`config.mk`:
```
export PLATFORM = sky130hd
export DESIGN_NAME = tlph_ram
export DESIGN_NICKNAME = d
export VERILOG_FILES = /design/src/hdl/tlph_ram.sv
export SDC_FILE = /design/constraint.sdc
export NUM_CORES = 1
export LEC_CHECK = 0
export ABC_AREA = 1
export BUFFER_PORTS_ARGS = -buffer_cell sky130_fd_sc_hd__buf_4
export CELL_PAD_IN_SITES_DETAIL_PLACEMENT = 0
export CELL_PAD_IN_SITES_GLOBAL_PLACEMENT = 2
export CORE_MARGIN = 3
export CORE_UTILIZATION = 37
export CTS_BUF_LIST = sky130_fd_sc_hd__clkbuf_16
export CTS_CLUSTER_DIAMETER = 80
export CTS_CLUSTER_SIZE = 24
export DETAILED_ROUTE_END_ITERATION = 7
export PLACE_DENSITY = 0.75
export SLEW_MARGIN = 10
export SYNTH_ARGS = -nofsm -noshare
export SYNTH_HDL_FRONTEND = slang
export SYNTH_SLANG_ARGS = --single-unit
export TNS_END_PERCENT = 20
```
`constraint.sdc`:
```
create_clock -name i_clk -period 0.9 [get_ports i_clk]
set_input_delay 0.045 -clock i_clk [delete_from_list [all_inputs] [get_ports i_clk]]
set_output_delay 0.045 -clock i_clk [all_outputs]
set_load 0.05 [all_outputs]
```
`src/hdl/tlph_ram.sv`:
```
// Generic single-clock RAM: one write port, one read port, registered read data.
// Read-first on a same-address collision. No dependencies.
module tlph_ram #(
    parameter int WIDTH = 8,
    parameter int DEPTH = 16
) (
    input  logic                                      i_clk,
    input  logic                                      i_wr_en,
    input  logic [((DEPTH > 1) ? $clog2(DEPTH) : 1)-1:0] i_wr_addr,
    input  logic [WIDTH-1:0]                          i_wr_data,
    input  logic                                      i_rd_en,
    input  logic [((DEPTH > 1) ? $clog2(DEPTH) : 1)-1:0] i_rd_addr,
    output logic [WIDTH-1:0]                          o_rd_data
);

    logic [WIDTH-1:0] r_mem [DEPTH];
    logic [WIDTH-1:0] r_rd_data;

    always_ff @(posedge i_clk) begin
        if (i_rd_en) begin
            r_rd_data <= r_mem[i_rd_addr];
        end
        if (i_wr_en) begin
            r_mem[i_wr_addr] <= i_wr_data;
        end
    end

    assign o_rd_data = r_rd_data;

endmodule

```
==> results of run 1 <==
-- what timing repair did --
item	in CTS	in global routing
endpoints found under the hold margin	67	0
gates resized for setup	34	37
setup endpoints to repair	16	16
hold buffers	7	0
cloned	0	0
pin swaps	14	18
-- metrics by stage --
step	setup TNS [ps]	instances	utilization, %	setup slack (ps)	hold slack (ps)
floorplan	-9600	551	-	-95.8	144
global placement	-15460	803	42.5	-365	353
detailed placement	-16230	803	42.5	-370	362
CTS	-2620	841	47.5	-257	3.11
global route	-3140	841	48.7	-250	4.11
finish	-2310	841	48.7	-227	16.3
-- final timing paths --
| path | startpoint | to | slack (ps) | cells past startpoint |
|---|---|---|---|---|
| hold reg to reg | r_mem[3][6] | o_rd_data[6] | 750 | 6 |
| setup reg to reg | r_mem[14][1] | o_rd_data[1] | -160 | 6 |
| hold / removal | i_wr_data[5] | r_mem[11][5] | 20 | 1 |
| setup / recovery | o_rd_data[5] | o_rd_data[5] | -230 | 1 |
-- cells in the mapped netlist --
library cell,number,area (um^2)
nand2_1,173,649
edfxtp_1,136,4080
inv_1,100,375
nand3_1,97,485
nor2_1,17,63.8
buf_2,13,65.1
buf_6,6,67.6
buf_4,4,30.0
inv_2,2,7.51
nand3b_1,2,15.0
buf_1,1,3.75
-- logic make-up (layout without fill, tap and decap cells) --
logic type,Yosys count,in the layout,share of synthesized area (%)
buffers and inverters,126,205,9.39
DFF,136,136,69.8
and+or+nand+nor,289,289,20.8
-- report_power, final --
| group | internal [mW] | switching, mW |
|---|---|---|
| clock | 3.96 | 2.39 |
| combinational | 0.449 | 0.820 |
| sequential | 7.14 | 0.0510 |
-- routing by layer --
| layer | routed length, um | part of all wire [%] | global-route usage (%) | vias up |
|---|---|---|---|---|
| li1 | - | - | - | 1912 |
| met1 | 7020 | 48 | 25.2 | 1876 |
| met2 | 6840 | 47 | 26.9 | 77 |
| met3 | 583 | 4.0 | 4.02 | 12 |
| met4 | 202 | 1.4 | 6.48 | 0 |
| met5 | 0 | 0 | 0 | - |
-- flip-flops by register name, indices dropped and copies added, names as in the netlist --
register,count
o_rd_data,8
r_mem,128
-- layout make-up --
class / instances / area (um^2) / share of cell area (%)
Inverter: 102 / 383 / 5.14
Multi-Input combinational cell: 289 / 1520 / 20.3
Timing Repair Buffer: 72 / 663 / 8.90
Clock inverter: 14 / 118 / 1.58
Sequential cell: 136 / 4080 / 54.8
Tap cell: 211 / 264 / 3.54
Clock buffer: 17 / 425 / 5.71
==> results.toml, run 1 <==
[routing]
firstDrtPassIters = 5
antenna_left = 0
wl_mm = 14.6
via_per_inst = 4.61
wl_per_cell_um = 17.4
dr.first_iter.drc_count = 274
num_vias = 3877
drc_errors = 0

[setup_path]
crit_path_cell_trace = "buf_6"
cp.arrival_ps = 1080
cpPeakStageDelay_ps = 470
cp.required_ps = 850
crit_path_end_kind = "primary output"
cp_top_family = "flip-flops"
critPathKind = "reg -> out"
critical-path-slowest-cell = "edfxtp_1"
worst_setup_path_start_kind = "register"
critPathBufInv = 1
cp_max_fo = 1

[yosys]
synth_warnings = 0
synth-seq-cells = 136
syn_nets = 570
synth_cell_types = 11
syn-cell-area_mm2 = 0.00585
synth.avg_cell_area_um2 = 10.6
yosysSeqAreaShare_pct = 69.8
netlist_instances = 551

[grt]
track_usage_pct = 17.7
grt.overflow.total = 0
grt_antenna_before_repair = 0
grt_pass1_vias = 3729
grt_max_degree = 33
grt_pass1_wl_mm = 22.6

[cells_and_area]
drive_gt1_share_pct = 24.3
final_nets = 637
fill_cells = 1432
antenna_cells = 0
final_common_cell = "nand2_1"
final_cell_mix = "nand2_1 (170), edfxtp_1 (136), inv_1 (101), nand3_2 (59), buf_4 (51)"
syn_to_final_growth_pct = 27.5
design_area_mm2 = 0.00745

[outcome]
violations = "setup timing"
status = "finished with violations"

[sta]
rsz0062_at_grt = "yes"
slew_headroom_pct = 76.8
worstMarginPinSlew_ps = 348
drv_slew = 0
fin_crit_sh_pct = 125
skew_ps = 10.4
hold_viol = 0
setup_ws_ps = -227
period_minus_slack_ps = 1130
max_freq_mhz = 887
setup_viol = 16

[clocking]
cts-root-buf = "clkbuf_16"
cts_tree = "done"
post-cts-setup-buffer-count = 0
htreeDepth = 4
cts_buffers = 17
clk_path_buf_depth = 2
cts.sinks = 136
path_clk_slew_ps = 60
insertion_delay_ps = 410

[flow_run]
maxCapViolCount = 0

[place]
hpwl_mm = 9.38
gp_congestion = 0.808
io_buffers = 26
placed_area_mm2 = 0.00651

[floorplan]
die_y_um = 132
core_mm2 = 0.0153
die_w_um = 132
die_area_mm2 = 0.0173
start_util_pct = 38.2
placementRows = 45
pin_count = 27

[power]
leakage_nw = 3.20
p_per_area_mw_per_mm2 = 1990
ir_drop_mv = 1.02
total_power_mw = 14.8

[min_path]
min_path_type = "in -> reg"
(Power assumes the default switching activity.)
==> inputs of run 2 (changes only) <==
CTS_BUF_LIST = unset   (was sky130_fd_sc_hd__clkbuf_16)
==> run 2 against run 1 <==
The run still ends with setup timing left. Clock skew is 2.6 ps lower. Combinational power about the same. Largest cell class unchanged. Sequential share of layout area unchanged. Non-clock buffer count unchanged. Critical path type unchanged. Critical endpoint unchanged. Highest routed layer unchanged. Global-route usage unchanged. Critical path depth is the same.
==> results.toml, run 2 (same netlist as run 1, synthesis figures left out) <==
[sta]
drv_slew = 0
setup_ws_ps = -220
setup_viol = 16
period_minus_slack_ps = 1120
rsz0062_at_grt = "yes"
worstMarginPinSlew_ps = 352
max_freq_mhz = 893
setup_tns_ps = -2310
skew_ps = 7.76
fin_hold_ws_ps = 15.4
slew_headroom_pct = 76.5
hold_viol = 0
fin_crit_sh_pct = 124

[power]
p_per_area_mw_per_mm2 = 1990
ir_drop_mv = 1.02
leakage_nw = 3.19

[floorplan]
pin_count = 27
core_mm2 = 0.0153
placementRows = 45
die_y_um = 132
die_w_um = 132
die_area_mm2 = 0.0173
start_util_pct = 38.2

[routing]
antenna_left = 0
via_per_inst = 4.63
drc_errors = 0
firstDrtPassIters = 4
wl_per_cell_um = 17.4
dr.first_iter.drc_count = 282
num_vias = 3891
wl_mm = 14.7

[cells_and_area]
fill_cells = 1432
regMostFlops = "r_mem"
final_cell_mix = "nand2_1 (170), edfxtp_1 (136), inv_1 (99), nand3_2 (59), buf_4 (51)"
utilization_pct = 48.7
drive_gt1_share_pct = 24.3
antenna_cells = 0
syn_to_final_growth_pct = 27.5
final_nets = 637
regArea_mm2 = 0.00408
multiInputGateArea_mm2 = 0.00152
largest_reg_flops = 128
final_common_cell = "nand2_1"

[clocking]
cts-root-buf = "clkbuf_16"
clk_path_buf_depth = 2
cts.sinks = 136
insertion_delay_ps = 410
path_clk_slew_ps = 60
cts_tree = "done"
htreeDepth = 4
cts_buffers = 17

[grt]
grt_pass1_vias = 3729
track_usage_pct = 17.7
grt.overflow.total = 0
grt_pass1_wl_mm = 22.6
grt_max_degree = 33
grt_antenna_before_repair = 0

[setup_path]
cpPeakStageDelay_ps = 470
cp_max_fo = 1
critical-path-slowest-cell = "edfxtp_1"
crit_path_end_kind = "primary output"
cp_top_family = "flip-flops"
critPathBufInv = 1
worst_setup_path_start_kind = "register"
crit_path_cell_trace = "buf_6"
cp.arrival_ps = 1080
cp.required_ps = 850
startpoint = "o_rd_data[5]"
rr_startpoint = "r_mem[13][1]"
critPathKind = "reg -> out"

[place]
gp_congestion = 0.808
io_buffers = 26
hpwl_mm = 9.38

[flow_run]
maxCapViolCount = 0

[min_path]
hold_path.startpoint = "i_wr_data[5]"
min_path_type = "in -> reg"

[outcome]
status = "finished with violations"
violations = "setup timing"
[run 2: per-layer routing]
metal / share of wire, % / GRT usage, % / vias to the layer above
li1: - / - / 1912
met3: 3.5 / 4.02 / 14
met2: 47 / 26.9 / 71
met4: 1.5 / 6.48 / 0
met1: 48 / 25.2 / 1894
met5: 0 / 0 / -
[run 2: through the flow]
step / total power, mW / cell area [um^2] / worst slack (ps) / instances
3_3_place_gp: 8.44 / 6510 / -365 / 803
2_1_floorplan: 7.91 / 5850 / -95.8 / 551
3_5_place_dp: 8.45 / 6510 / -370 / 803
6_report: 14.8 / 7450 / -220 / 841
5_1_grt: 15.4 / 7450 / -250 / 841
4_1_cts: 14.9 / 7280 / -257 / 841
[run 2: cell type report]
cell class / instances / area share (%)
Inverter: 102 / 5.14
Tap cell: 211 / 3.54
Sequential cell: 136 / 54.8
Clock inverter: 12 / 1.48
Clock buffer: 19 / 5.81
Multi-Input combinational cell: 289 / 20.3
Timing Repair Buffer: 72 / 8.90
[run 2: worst register-to-register path, stage by stage, from the launching register on]
cell      delay, ps
edfxtp_1        360
nand2_1          80
nand2_1          60
nand2_1          60
nand3_2          90
nand3_2         110
nand2_1          50
[run 2: repair_timing]
item                       in CTS  in global routing
pin swaps                      14                 18
gates resized for setup        34                 37
buffers inserted                0                  0
hold endpoints to repair       67                  0
hold buffers                    7                  0
setup endpoints to repair      16                 16
[run 2: power breakdown]
part | leakage [nW] | switching (mW) | total [mW] | internal, mW
registers | 1.24 | 0.0508 | 7.19 | 7.14
logic | 1.70 | 0.821 | 1.27 | 0.450
clock network | 0.254 | 2.39 | 6.38 | 3.99
total | 3.19 | 3.26 | 14.8 | 11.6
[run 2: path summary, 6_finish.rpt]
| path | endpoint | slack (ps) | cells after the start |
|---|---|---|---|
| max | o_rd_data[5] | -220 | 1 |
| min | r_mem[11][5] | 20 | 1 |
| max reg2reg | o_rd_data[1] | -160 | 6 |
| min reg2reg | o_rd_data[6] | 750 | 6 |
